**config.mk**
```make
export PLATFORM = sky130hd
export DESIGN_NAME = sorted_handle_priority_queue_unit
export DESIGN_NICKNAME = d
export VERILOG_FILES = /design/src/rtl/shpq_pkg.sv /design/src/rtl/shpq_ram.sv /design/src/rtl/sorted_handle_priority_queue_unit.sv
export SDC_FILE = /design/constraint.sdc
export NUM_CORES = 2
export LEC_CHECK = 0
export ABC_AREA = 1
export BUFFER_PORTS_ARGS = -buffer_cell sky130_fd_sc_hd__buf_4
export CAP_MARGIN = 30
export CORE_UTILIZATION = 55
export DETAILED_ROUTE_END_ITERATION = 12
export PLACE_DENSITY_LB_ADDON = 0.15
export SLEW_MARGIN = 20
export SYNTH_ARGS = -nofsm -noshare
export SYNTH_HDL_FRONTEND = slang
export SYNTH_HIERARCHICAL = 1
export SYNTH_SLANG_ARGS = --single-unit
```
**constraint.sdc**
```tcl
create_clock -name clk -period 11 [get_ports clk]
set_input_delay 1.65 -clock clk [delete_from_list [all_inputs] [get_ports clk]]
set_output_delay 1.65 -clock clk [all_outputs]
set_load 0.01 [all_outputs]
```
**src/rtl/shpq_pkg.sv**
```systemverilog
// ----------------------------------------------------------------------------
// shpq_pkg
// Shared constants of the sorted handle priority queue: field widths,
// operation codes and status codes.
// ----------------------------------------------------------------------------
package shpq_pkg;

    localparam int KEY_W      = 64;
    localparam int HANDLE_W   = 5;
    localparam int STATUS_W   = 2;
    localparam int COUNT_W    = 6;

    // Stream payload widths, padded to whole bytes.
    localparam int IN_DATA_W  = 72;
    localparam int OUT_DATA_W = 88;

    // Operation carried in the input tuser.
    localparam logic OP_INSERT = 1'b0;
    localparam logic OP_REMOVE = 1'b1;

    // Result status codes.
    localparam logic [STATUS_W-1:0] ST_OK   = 2'd0;
    localparam logic [STATUS_W-1:0] ST_FULL = 2'd1;
    localparam logic [STATUS_W-1:0] ST_BAD  = 2'd2;

endpackage

```
**src/rtl/shpq_ram.sv**
```systemverilog
// ----------------------------------------------------------------------------
// shpq_ram
// Generic single-write, single-read synchronous RAM with a registered read.
// ----------------------------------------------------------------------------
module shpq_ram #(
    parameter int WIDTH = 8,
    parameter int DEPTH = 32
) (
    input  logic                     clk,
    input  logic                     we,
    input  logic [$clog2(DEPTH)-1:0] waddr,
    input  logic [WIDTH-1:0]         wdata,
    input  logic                     re,
    input  logic [$clog2(DEPTH)-1:0] raddr,
    output logic [WIDTH-1:0]         rdata
);

    logic [WIDTH-1:0] mem_reg [DEPTH];
    logic [WIDTH-1:0] rdata_reg;

    always_ff @(posedge clk)
    begin
        if (we)
        begin
            mem_reg[waddr] <= wdata;
        end
        // The read data holds while re is low.
        if (re)
        begin
            rdata_reg <= mem_reg[raddr];
        end
    end

    assign rdata = rdata_reg;

endmodule

```
**src/rtl/sorted_handle_priority_queue_unit.sv**
```systemverilog
// ----------------------------------------------------------------------------
// sorted_handle_priority_queue_unit
// Fixed-capacity priority queue kept as a circular doubly linked list over a
// slot table, with a singly linked free list of unused slots.
// ----------------------------------------------------------------------------
//
//  Channel   Direction  Handshake                    Contents
//  s_axis    in         s_axis_tvalid/s_axis_tready  tuser: operation
//                                                    tdata: key, handle
//  m_axis    out        m_axis_tvalid/m_axis_tready  tuser: status
//                                                    tdata: new_handle, head_valid,
//                                                           head_handle, head_key, count
//
// One item is worked on at a time. An insert into an empty queue links the
// new entry to itself. An insert into a non-empty queue walks back from the
// tail, at most over the entries queued, in a walk loop that reads one slot
// per cycle from the link and key memories until it finds a smaller key or
// reaches the head. A remove relinks the neighbours of its slot unless it
// removes the last entry; a rejected item changes no link.
// After reset a clearing pass over every slot builds the free list in the
// link memory; no item is accepted during it. A stalled result register does
// not block acceptance of the next item; only the final load of a result
// waits for the register to be free.
//
// The link memory holds, per slot, an in-use flag, a next link (wide enough
// to hold CAPACITY, which ends the free list) and a prev link. The key memory
// holds the 64-bit key of each slot. Links are updated by read, modify and
// write back, with each read issued after the write before it has landed,
// so an update always sees the result of the write before it.
// ----------------------------------------------------------------------------
module sorted_handle_priority_queue_unit #(
    parameter int unsigned CAPACITY = 32
) (
    input  logic                             clk,
    input  logic                             rst_n,
    input  logic                             s_axis_tvalid,
    output logic                             s_axis_tready,
    // [63:0] key, [68:64] handle, [71:69] zero
    input  logic [shpq_pkg::IN_DATA_W-1:0]   s_axis_tdata,
    // [0] operation
    input  logic                             s_axis_tuser,
    output logic                             m_axis_tvalid,
    input  logic                             m_axis_tready,
    // [4:0] new_handle, [5] head_valid, [10:6] head_handle, [74:11] head_key,
    // [80:75] count, [87:81] zero
    output logic [shpq_pkg::OUT_DATA_W-1:0]  m_axis_tdata,
    // [1:0] status
    output logic [shpq_pkg::STATUS_W-1:0]    m_axis_tuser
);

    // Slot index width, and width of values that may reach CAPACITY.
    localparam int IW = $clog2(CAPACITY);
    localparam int CW = $clog2(CAPACITY + 1);
    // Link entry layout: {in_use, next, prev}.
    localparam int LW = 1 + CW + IW;
    localparam logic [IW-1:0] LAST_SLOT = IW'(CAPACITY - 1);
    localparam logic [CW-1:0] CAP_VAL   = CW'(CAPACITY);

    localparam logic [3:0] S_CLEAR    = 4'd0;
    localparam logic [3:0] S_IDLE     = 4'd1;
    localparam logic [3:0] S_INS_FREE = 4'd2;
    localparam logic [3:0] S_INS_TAIL = 4'd3;
    localparam logic [3:0] S_WALK     = 4'd4;
    localparam logic [3:0] S_LA_WA    = 4'd5;
    localparam logic [3:0] S_LA_WB    = 4'd6;
    localparam logic [3:0] S_LA_WN    = 4'd7;
    localparam logic [3:0] S_RM_CHK   = 4'd8;
    localparam logic [3:0] S_RM_WP    = 4'd9;
    localparam logic [3:0] S_RM_RN    = 4'd10;
    localparam logic [3:0] S_RM_WN    = 4'd11;
    localparam logic [3:0] S_HKEY     = 4'd12;
    localparam logic [3:0] S_DONE     = 4'd13;

    // Input fields.
    logic                              in_op;
    logic [shpq_pkg::KEY_W-1:0]        in_key;
    logic [shpq_pkg::HANDLE_W-1:0]     in_handle;

    assign in_op     = s_axis_tuser;
    assign in_key    = s_axis_tdata[63:0];
    assign in_handle = s_axis_tdata[68:64];

    // Control state.
    logic [3:0]                    state_reg,     state_next;
    logic [IW-1:0]                 clr_reg,       clr_next;
    logic [CW-1:0]                 free_head_reg, free_head_next;
    logic [IW-1:0]                 head_reg,      head_next;
    logic [CW-1:0]                 count_reg,     count_next;
    logic                          new_head_reg,  new_head_next;
    logic                          m_valid_reg,   m_valid_next;

    // Per-item working registers.
    logic                              op_reg,     op_next;
    logic [shpq_pkg::KEY_W-1:0]        key_reg,    key_next;
    logic [shpq_pkg::STATUS_W-1:0]     status_reg, status_next;
    logic [IW-1:0]                     slot_reg,   slot_next;
    logic [IW-1:0]                     cur_reg,    cur_next;
    logic [IW-1:0]                     tail_reg,   tail_next;
    logic [IW-1:0]                     a_reg,      a_next;
    logic [IW-1:0]                     n_reg,      n_next;
    logic [IW-1:0]                     p_reg,      p_next;
    logic [shpq_pkg::OUT_DATA_W-1:0]   m_data_reg, m_data_next;
    logic [shpq_pkg::STATUS_W-1:0]     m_user_reg, m_user_next;

    // Memory ports.
    logic                          link_we, link_re;
    logic [IW-1:0]                 link_waddr, link_raddr;
    logic [LW-1:0]                 link_wdata, link_rdata;
    logic                          key_we, key_re;
    logic [IW-1:0]                 key_waddr, key_raddr;
    logic [shpq_pkg::KEY_W-1:0]    key_wdata, key_rdata;

    // Fields of the link entry on the read port.
    logic                          rd_use;
    logic [CW-1:0]                 rd_next;
    logic [IW-1:0]                 rd_prev;
    logic [IW-1:0]                 rd_next_idx;

    assign rd_use      = link_rdata[LW-1];
    assign rd_next     = link_rdata[IW +: CW];
    assign rd_prev     = link_rdata[IW-1:0];
    assign rd_next_idx = IW'(rd_next);

    // Result fields as they are loaded into the output register.
    logic                              res_hv;
    logic [shpq_pkg::HANDLE_W-1:0]     res_nh;
    logic [shpq_pkg::HANDLE_W-1:0]     res_hh;
    logic [shpq_pkg::KEY_W-1:0]        res_hk;
    logic [shpq_pkg::COUNT_W-1:0]      res_cnt;

    assign res_hv  = (count_reg != '0);
    assign res_nh  = (op_reg == shpq_pkg::OP_INSERT && status_reg == shpq_pkg::ST_OK)
                     ? shpq_pkg::HANDLE_W'(slot_reg) : '0;
    assign res_hh  = res_hv ? shpq_pkg::HANDLE_W'(head_reg) : '0;
    assign res_hk  = res_hv ? key_rdata : '0;
    assign res_cnt = shpq_pkg::COUNT_W'(count_reg);

    shpq_ram #(
        .WIDTH (LW),
        .DEPTH (CAPACITY)
    ) u_link_ram (
        .clk   (clk),
        .we    (link_we),
        .waddr (link_waddr),
        .wdata (link_wdata),
        .re    (link_re),
        .raddr (link_raddr),
        .rdata (link_rdata)
    );

    shpq_ram #(
        .WIDTH (shpq_pkg::KEY_W),
        .DEPTH (CAPACITY)
    ) u_key_ram (
        .clk   (clk),
        .we    (key_we),
        .waddr (key_waddr),
        .wdata (key_wdata),
        .re    (key_re),
        .raddr (key_raddr),
        .rdata (key_rdata)
    );

    assign s_axis_tready = (state_reg == S_IDLE);
    assign m_axis_tvalid = m_valid_reg;
    assign m_axis_tdata  = m_data_reg;
    assign m_axis_tuser  = m_user_reg;

    always_comb
    begin
        state_next     = state_reg;
        clr_next       = clr_reg;
        free_head_next = free_head_reg;
        head_next      = head_reg;
        count_next     = count_reg;
        new_head_next  = new_head_reg;
        m_valid_next   = m_valid_reg;
        op_next        = op_reg;
        key_next       = key_reg;
        status_next    = status_reg;
        slot_next      = slot_reg;
        cur_next       = cur_reg;
        tail_next      = tail_reg;
        a_next         = a_reg;
        n_next         = n_reg;
        p_next         = p_reg;
        m_data_next    = m_data_reg;
        m_user_next    = m_user_reg;

        link_we    = 1'b0;
        link_waddr = slot_reg;
        link_wdata = '0;
        link_re    = 1'b0;
        link_raddr = slot_reg;
        key_we     = 1'b0;
        key_waddr  = slot_reg;
        key_wdata  = key_reg;
        key_re     = 1'b0;
        key_raddr  = cur_reg;

        if (m_valid_reg && m_axis_tready)
        begin
            m_valid_next = 1'b0;
        end

        unique case (state_reg)
            S_CLEAR:
            begin
                // Every slot free, slot i pointing to slot i + 1.
                link_we    = 1'b1;
                link_waddr = clr_reg;
                link_wdata = {1'b0, CW'(clr_reg) + CW'(1), IW'(0)};
                clr_next   = clr_reg + IW'(1);
                if (clr_reg == LAST_SLOT)
                begin
                    state_next = S_IDLE;
                end
            end

            S_IDLE:
            begin
                if (s_axis_tvalid)
                begin
                    op_next     = in_op;
                    key_next    = in_key;
                    status_next = shpq_pkg::ST_OK;
                    if (in_op == shpq_pkg::OP_REMOVE)
                    begin
                        if (32'(in_handle) >= 32'(CAPACITY))
                        begin
                            status_next = shpq_pkg::ST_BAD;
                            state_next  = S_HKEY;
                        end
                        else
                        begin
                            slot_next  = IW'(in_handle);
                            link_re    = 1'b1;
                            link_raddr = IW'(in_handle);
                            state_next = S_RM_CHK;
                        end
                    end
                    else if (free_head_reg >= CAP_VAL)
                    begin
                        status_next = shpq_pkg::ST_FULL;
                        state_next  = S_HKEY;
                    end
                    else
                    begin
                        // Take the first free slot and store the key there.
                        slot_next  = IW'(free_head_reg);
                        link_re    = 1'b1;
                        link_raddr = IW'(free_head_reg);
                        key_we     = 1'b1;
                        key_waddr  = IW'(free_head_reg);
                        key_wdata  = in_key;
                        state_next = S_INS_FREE;
                    end
                end
            end

            S_INS_FREE:
            begin
                free_head_next = rd_next;
                count_next     = count_reg + CW'(1);
                if (count_reg == '0)
                begin
                    // First entry links to itself and becomes the head.
                    link_we    = 1'b1;
                    link_waddr = slot_reg;
                    link_wdata = {1'b1, CW'(slot_reg), slot_reg};
                    head_next  = slot_reg;
                    state_next = S_HKEY;
                end
                else
                begin
                    new_head_next = 1'b0;
                    link_re       = 1'b1;
                    link_raddr    = head_reg;
                    state_next    = S_INS_TAIL;
                end
            end

            S_INS_TAIL:
            begin
                // The head's prev link is the tail, where the walk starts.
                cur_next   = rd_prev;
                tail_next  = rd_prev;
                link_re    = 1'b1;
                link_raddr = rd_prev;
                key_re     = 1'b1;
                key_raddr  = rd_prev;
                state_next = S_WALK;
            end

            S_WALK:
            begin
                if (key_rdata < key_reg)
                begin
                    // Link after this entry; its link entry stays on the port.
                    a_next     = cur_reg;
                    state_next = S_LA_WA;
                end
                else if (cur_reg == head_reg)
                begin
                    // No smaller key: the new entry goes after the tail and
                    // becomes the head.
                    a_next        = tail_reg;
                    new_head_next = 1'b1;
                    link_re       = 1'b1;
                    link_raddr    = tail_reg;
                    state_next    = S_LA_WA;
                end
                else
                begin
                    cur_next   = rd_prev;
                    link_re    = 1'b1;
                    link_raddr = rd_prev;
                    key_re     = 1'b1;
                    key_raddr  = rd_prev;
                end
            end

            S_LA_WA:
            begin
                link_we    = 1'b1;
                link_waddr = a_reg;
                link_wdata = {1'b1, CW'(slot_reg), rd_prev};
                n_next     = rd_next_idx;
                state_next = S_LA_WB;
            end

            S_LA_WB:
            begin
                // When the successor is the predecessor itself, this read
                // returns the entry just written.
                link_we    = 1'b1;
                link_waddr = slot_reg;
                link_wdata = {1'b1, CW'(n_reg), a_reg};
                link_re    = 1'b1;
                link_raddr = n_reg;
                state_next = S_LA_WN;
            end

            S_LA_WN:
            begin
                link_we    = 1'b1;
                link_waddr = n_reg;
                link_wdata = {rd_use, rd_next, slot_reg};
                if (new_head_reg)
                begin
                    head_next = slot_reg;
                end
                state_next = S_HKEY;
            end

            S_RM_CHK:
            begin
                if (!rd_use)
                begin
                    status_next = shpq_pkg::ST_BAD;
                    state_next  = S_HKEY;
                end
                else
                begin
                    // Push the slot onto the free list.
                    link_we        = 1'b1;
                    link_waddr     = slot_reg;
                    link_wdata     = {1'b0, free_head_reg, rd_prev};
                    free_head_next = CW'(slot_reg);
                    count_next     = count_reg - CW'(1);
                    p_next         = rd_prev;
                    n_next         = rd_next_idx;
                    if (head_reg == slot_reg)
                    begin
                        head_next = (count_reg > CW'(1)) ? rd_next_idx : '0;
                    end
                    if (count_reg > CW'(1))
                    begin
                        link_re    = 1'b1;
                        link_raddr = rd_prev;
                        state_next = S_RM_WP;
                    end
                    else
                    begin
                        state_next = S_HKEY;
                    end
                end
            end

            S_RM_WP:
            begin
                link_we    = 1'b1;
                link_waddr = p_reg;
                link_wdata = {rd_use, CW'(n_reg), rd_prev};
                state_next = S_RM_RN;
            end

            S_RM_RN:
            begin
                link_re    = 1'b1;
                link_raddr = n_reg;
                state_next = S_RM_WN;
            end

            S_RM_WN:
            begin
                link_we    = 1'b1;
                link_waddr = n_reg;
                link_wdata = {rd_use, rd_next, p_reg};
                state_next = S_HKEY;
            end

            S_HKEY:
            begin
                key_re     = 1'b1;
                key_raddr  = head_reg;
                state_next = S_DONE;
            end

            S_DONE:
            begin
                if (!m_valid_reg || m_axis_tready)
                begin
                    m_valid_next = 1'b1;
                    m_user_next  = status_reg;
                    m_data_next  = {7'b0, res_cnt, res_hk, res_hh, res_hv, res_nh};
                    state_next   = S_IDLE;
                end
            end

            default:
            begin
                state_next = S_IDLE;
            end
        endcase
    end

    always_ff @(posedge clk or negedge rst_n)
    begin
        if (!rst_n)
        begin
            state_reg     <= S_CLEAR;
            clr_reg       <= '0;
            free_head_reg <= '0;
            head_reg      <= '0;
            count_reg     <= '0;
            new_head_reg  <= 1'b0;
            m_valid_reg   <= 1'b0;
        end
        else
        begin
            state_reg     <= state_next;
            clr_reg       <= clr_next;
            free_head_reg <= free_head_next;
            head_reg      <= head_next;
            count_reg     <= count_next;
            new_head_reg  <= new_head_next;
            m_valid_reg   <= m_valid_next;
        end
    end

    always_ff @(posedge clk)
    begin
        op_reg     <= op_next;
        key_reg    <= key_next;
        status_reg <= status_next;
        slot_reg   <= slot_next;
        cur_reg    <= cur_next;
        tail_reg   <= tail_next;
        a_reg      <= a_next;
        n_reg      <= n_next;
        p_reg      <= p_next;
        m_data_reg <= m_data_next;
        m_user_reg <= m_user_next;
    end

endmodule
```
Word level (Yosys, flattened, before mapping)
Memory sizes are Yosys's and may differ from the RTL's. A register that Yosys moved wholly into a read port is not among the register bits.
Index checks and enable logic that the tools add are counted.
Storage, ports and cells
  memory bits (writable): 2432
  flip-flop bits (word level): 208
  memories kept: 2
  word-level logic and storage cells: 168
  input bits: 77
Operators by class
  bitwise logic cells: 1
  muxes and demuxes: 81
  add/sub/neg operators: 4
  magnitude comparators: 3
  equal/unequal tests: 27
  reduce and logical (&&, ||, !) cells: 30
Memory list
  u_key_ram.mem_reg: words 32, bits a word 64, rd ports 1, clocked after Yosys merged registers in 1, write ports 1, line shpq_ram.sv:18  | logic [WIDTH-1:0] mem_reg [DEPTH];
  u_link_ram.mem_reg: words 32, bits a word 12, rd ports 1, clocked after Yosys merged registers in 1, write ports 1, line shpq_ram.sv:18
Operators with widths (count)
  64-bit 2-to-1 mux: 4
  5-bit 2-to-1 mux: 20
  12-bit one-hot mux with 8 select lines: 1
  64-bit < comparator: 1
  4-bit one-hot mux with 13 select lines: 1
  4-bit 2-to-1 mux: 8
  5-bit one-hot mux with 3 select lines: 2
  5-bit one-hot mux with 6 select lines: 1
  1-bit 2-to-1 mux: 26
  4-bit equality test, second input constant: 6
  6-bit one-hot mux with 2 select lines: 2
  5-bit one-hot mux with 2 select lines: 2
  5-bit one-hot mux with 4 select lines: 1
  2-bit != test, second input constant: 9
  4-bit by 3-bit equality test with 1-bit output, second input constant: 4
  12-bit 2-to-1 mux: 1
  6-bit 2-to-1 mux: 2
  2-bit AND reduction: 6
  4-bit AND reduction: 3
  2-bit nonzero test: 6
  11-bit 2-to-1 mux: 1
  5-bit equality test: 2
  4-bit by 2-bit equality test with 1-bit output, second input constant: 2
  5-bit by 1-bit adder with 6-bit output, second input constant: 1
  other kinds (28): 34

Longest topological paths before layout
  depth in word-level cells: 7
  depth in mapped cells: 31
  mapped depth without buffers: 27

Cells and area by module
Netlist, hierarchy kept.
By module, submodules not included
  shpq_ram at u_key_ram: area an instance 83662.7 um^2, seq. area each 63420.8 um^2, times used 1, cells each 6768
  shpq_ram at u_link_ram: area an instance 16019.1 um^2, seq. area each 11891.4 um^2, times used 1, cells each 1358
  sorted_handle_priority_queue_unit: area an instance 11657.4 um^2, seq. area each 6105.9 um^2, times used 1, cells each 1291

Worst setup path after synthesis
OpenSTA, ideal clock, no wires.
  path type: in2reg
  start: input port s_axis_tvalid
  end: memory u_key_ram/mem_reg[8][0] (netlist bit) (enable)
  data required time: 10.513 ns
  arrival: 7.335 ns
  library setup time: 0.487 ns
  cell stages on the path: 8
  buffers on the path: 0
  path slack: 3.178 ns
  cell sequence: inv_1 > nor2_2 > inv_1 > nor2_1 > o22ai_1 > inv_1 > nand3_1 > nor2_1
Between the ends
  elaborated cells between the ends (all ways): 6
RTL lines
  from (decl): line sorted_handle_priority_queue_unit.sv:36  | input logic s_axis_tvalid,
  5-bit 2-to-1 mux: line sorted_handle_priority_queue_unit.sv:222  | if (s_axis_tvalid)
  5-bit 2-to-1 mux: line sorted_handle_priority_queue_unit.sv:206  | unique case (state_reg)
  via key_waddr[0]: line sorted_handle_priority_queue_unit.sv:110  | logic [IW-1:0] key_waddr, key_raddr;
  to (decl): line shpq_ram.sv:18
The timed path passes the listed nets, and every way through them passes these cells.

Final worst setup path
  start: register u_key_ram.rdata_reg[54] (netlist: u_key_ram/rdata[54]) (read register of u_key_ram.mem_reg)
  end: register u_key_ram.rdata_reg[51] (netlist: u_key_ram/rdata[51]) (read register of u_key_ram.mem_reg), data pin
Between the ends
  word-level cells in the longest chain between the ends: 3
  elaborated cells between the ends (all ways): 5
RTL lines
  from (decl): line shpq_ram.sv:19  | logic [WIDTH-1:0] rdata_reg;
  64-bit < comparator: line sorted_handle_priority_queue_unit.sv:297  | if (key_rdata < key_reg)
  5-bit 2-to-1 mux
  5-bit one-hot mux with 3 select lines: line sorted_handle_priority_queue_unit.sv:206
  via key_raddr[0]: line sorted_handle_priority_queue_unit.sv:110
The timed path passes the listed nets, and every way through them passes these cells.
A chain may end at the register's enable or synchronous reset.

==> summary.txt <==
Run status
  • Status: finished clean

Critical path
  • Delay of the slowest cell on the worst path: approximately 0.75 ns
  • R2R setup slack: 4.27 ns
  • Delay-heaviest family, CP: simple AND/OR/NAND/NOR gates
  • Most used cell, CP: nand2_1
  • Maximum fanout along the worst path: between 200 and 250
  • R2r startpoint: u_key_ram/rdata[54]$_DFFE_PP_
  • Setup crit start: u_key_ram/rdata[54]$_DFFE_PP_
  • Worst Setup Start Kind: flop
  • Crit Path Category: flop to flop
  • CP max-delay cell: buf_12
  • Worst r2r path cells: 22
  • Crit path required time: between 10 and 15 ns
  • Critical Path, Cell by Cell: ha_1, nand2_1, nor2_1, nand3_1, a21oi_1, nor2_2, nand3_1, nand2_1, nand2_1, a21oi_4, buf_12, inv_16, buf_16, buf_12, nand2_1, nand3_1, nand3_1, nand2_1, nand2_1, nand2_1, nand2_1, nand2_1
  • CP arrival: 7.48 ns
  • Reg2reg end: u_key_ram/rdata[51]$_DFFE_PP_
  • CP endpoint kind: flop
  • WP buf/inv: 4

Drt
  • Vias post-DR: 74,332
  • Vias/cell: 6.00
  • Final WL: 312 mm
  • WL met2: 145 mm
  • DRC viols: 0
  • Iter 0 DRT Violations: 10,018
  • Post-route ant nets: 0
  • WL per Instance: 25.2 microns
  • Routed length on met1: approximately 130 mm
  • Met3 WL post-DR: between 30 and 40 mm
  • First-pass iteration count of the detailed router: 8
  • Top Metal Used: met5

Pwr
  • Comb power frac: a little over a third
  • Power Density: roughly 280 nW/um^2
  • Reg power frac: 37.3%
  • LEAKAGE: 45.6 nW
  • VDD IR max: between 0.0004 and 0.0005 V
  • Int Power: 21.6 mW
  • Sw Share: between 30% and 40%
  • Clock share of power: 26.3%
  • Switching power: 13.6 mW

GRT
  • First-pass GRT wire length: 456 mm
  • Vias in the first global route: 69,246
  • Initial antenna violation count: 5
  • GRT Resource Usage Total: 30.2%
  • Largest net degree at the start of global routing: 272
  • Grt ovf: 0

Cells and area
  • Non-Filler Instances: ~12,000
  • Nets@finish: 9,691
  • Fraction of layout cells with a size suffix above 1: just under 9%
  • Layout area overhead: 11.9%
  • Max reg flops: between 2,000 and 2,500

Place
  • PortBufs: 158
  • Dpl hpwl: 158 mm
  • Setup WS pre-CTS: around 4.4 ns
  • Dpl cells: 11,895
  • RD Place Congestion: 0.922

STA
  • Slew Limit Fails: 0
  • Period minus WS final: 6.73 ns
  • Final WS setup: 4.27 ns
  • Worst slew margin: 21.2%
  • Count of final setup violators: 0
  • Final hold violation count: 0
  • F_max: approximately 150 MHz
  • Skew final: 0.0721 ns
  • Total negative slack: 0 ns
  • Fin crit share: 61.2%
  • RSZ-0062 raised after global routing: no
  • Worst Tran Pin Value: 1.18 ns

Synthesis
  • Main synth FF type: edfxtp_1
  • Cells after Synth: about 9,400
  • Avg Inst Size Synth: 11.8 sq um
  • EDFF count, synth: about 2,700
  • Area leader, netlist: edfxtp_1
  • Top cell type's share of synthesized area: between 70% and 80%
  • Synth top area cells: edfxtp_1 (72%), nand2_1 (11%), nand3_1 (9.6%)
  • Synth async-reset ratio: 1.03%
  • Ys Warns: 6
  • Synthesized area: 111,000 sq um
  • Distinct cell type count after synthesis: 48
  • Yosys reg bits: 2,716
  • Sequential fraction of the synthesis area: 73.1%

Clocking
  • Post-CTS Resized: 0
  • Root Driver: clkbuf_16
  • Hold_buf cts: 0
  • Clock-pin slew on the worst setup and hold paths: 0.06 ns
  • Clk_lat worst skew: 0.96 ns
  • Max Root-Sink Buffers: 4
  • CTS Buf Count: 294
  • CTS tree: yes
  • Clock sink total: 2,716
  • Setup bufs post-CTS: 0
  • CTS HTree Levels: 5

Min path
  • Worst hold start: status_reg[1]$_SDFFCE_PP1P_
  • Hold depth: 0
  • Hold Path Class: flop to flop
  • End of the worst hold path: m_axis_tuser[1]$_DFFE_PP_

Floorplan
  • Die Y: 452 microns
  • Die width: 452 microns
  • Die area: 204,000 sq um
  • FP Rows: approximately 160
  • Initial Util: 55.5%
  • Core Footprint: between 200,000 and 250,000 sq um
  • IO Count: around 170

Job
  • Max cap viols: 0
## final cells by class
| cell class | instances | area (sq um) |
|---|---|---|
| Sequential cell | 2716 | 81400 |
| Fill cell | 15304 | 75900 |
| Multi-Input combinational cell | 5895 | 26600 |
| Clock buffer | 372 | 7810 |
| Timing Repair Buffer | 387 | 3420 |
| Tap cell | 2656 | 3320 |
| Inverter | 252 | 1010 |
| Clock inverter | 112 | 967 |
| Antenna cell | 2 | 5.00 |
## how the worst max path moves through the flow
stage,endpoint,slack [ns],depth (start not counted)
after CTS,u_key_ram/rdata[14]$_DFFE_PP_,4.42,22
after floorplan,u_key_ram/mem_reg[8][0]$_DFFE_PP_,3.18,8
final,u_key_ram/rdata[51]$_DFFE_PP_,4.27,22
after global placement,u_key_ram/mem_reg[30][50]$_DFFE_PP_,4.16,10
after global routing,u_key_ram/rdata[36]$_DFFE_PP_,4.14,20
after detailed placement,u_key_ram/mem_reg[17][29]$_DFFE_PP_,4.37,10
## placed cells by master, fill, tap and decap left out, drive strengths merged, types with 2 or more instances in the layout
cell / Yosys / routed
o21a: 3 / 3
edfxtp: 2688 / 2688
o2111ai: 8 / 8
nor4: 2 / 2
diode: 0 / 2
clkbuf: 88 / 372
a22oi: 9 / 9
a2111oi: 2 / 2
bufinv: 0 / 17
conb: 1 / 7
nand2: 3228 / 3228
a31oi: 4 / 4
inv: 251 / 256
clkinv: 1 / 88
clkinvlp: 0 / 3
o221ai: 5 / 5
nor2: 169 / 169
o211ai: 13 / 13
a211oi: 5 / 5
a221oi: 7 / 7
nand4: 17 / 17
buf: 472 / 387
xnor2: 3 / 3
a21oi: 58 / 58
nor3: 7 / 7
o22ai: 13 / 13
o21ai: 117 / 117
dfrtp: 28 / 28
nand3: 2136 / 2136
ha: 68 / 68
xor2: 8 / 8
## stage by stage
step           util [%]  power, mW  hold slack [ns]  cell area [sq um]
3_5_place_dp       57.6       25.9            0.431             115000
6_report           62.1       35.2            0.430             125000
4_1_cts            62.0       35.1            0.425             124000
5_1_grt            62.1       36.9            0.429             125000
3_3_place_gp       57.3       25.7            0.428             115000
2_1_floorplan         -       22.0            0.419             111000
## cell families (layout without fill, tap and decap cells)
kind of cell / count (synthesis) / count (layout) / synth area share [%]
buffers and inverters: 812 / 1123 / 3.44
and+or+nand+nor: 5562 / 5562 / 21.3
other: 1 / 9 / 0.00337
xor gates and xnor gates: 11 / 11 / 0.0865
DFF: 2716 / 2716 / 73.1
AOI/OAI and AO/OA: 247 / 247 / 1.29
adders and majority gates: 68 / 68 / 0.764
## power groups by stage
stage          Combinational (mW)  Clock [mW]  Sequential (mW)
6_report                     12.8        9.25             13.1
5_1_grt                      14.0        9.73             13.2
4_1_cts                      12.6        9.34             13.1
3_5_place_dp                 12.6           0             13.3
3_3_place_gp                 12.3           0             13.3
2_1_floorplan                8.73           0             13.2
## per-layer routing
layer  vias up  track usage (%)
li1      33340                -
met1     36429             43.9
met2      3987             47.1
met3       574             4.78
met4         2             9.60
met5         -                0
## cells in the mapped netlist, drive strengths merged, types with 7 or more instances
master,count
nand2,3228
edfxtp,2688
nand3,2136
buf,472
inv,251
nor2,169
o21ai,117
clkbuf,88
ha,68
a21oi,58
dfrtp,28
nand4,17
o211ai,13
o22ai,13
a22oi,9
o2111ai,8
xor2,8
a221oi,7
nor3,7
Note: power is estimated with default switching activity, not from simulation.
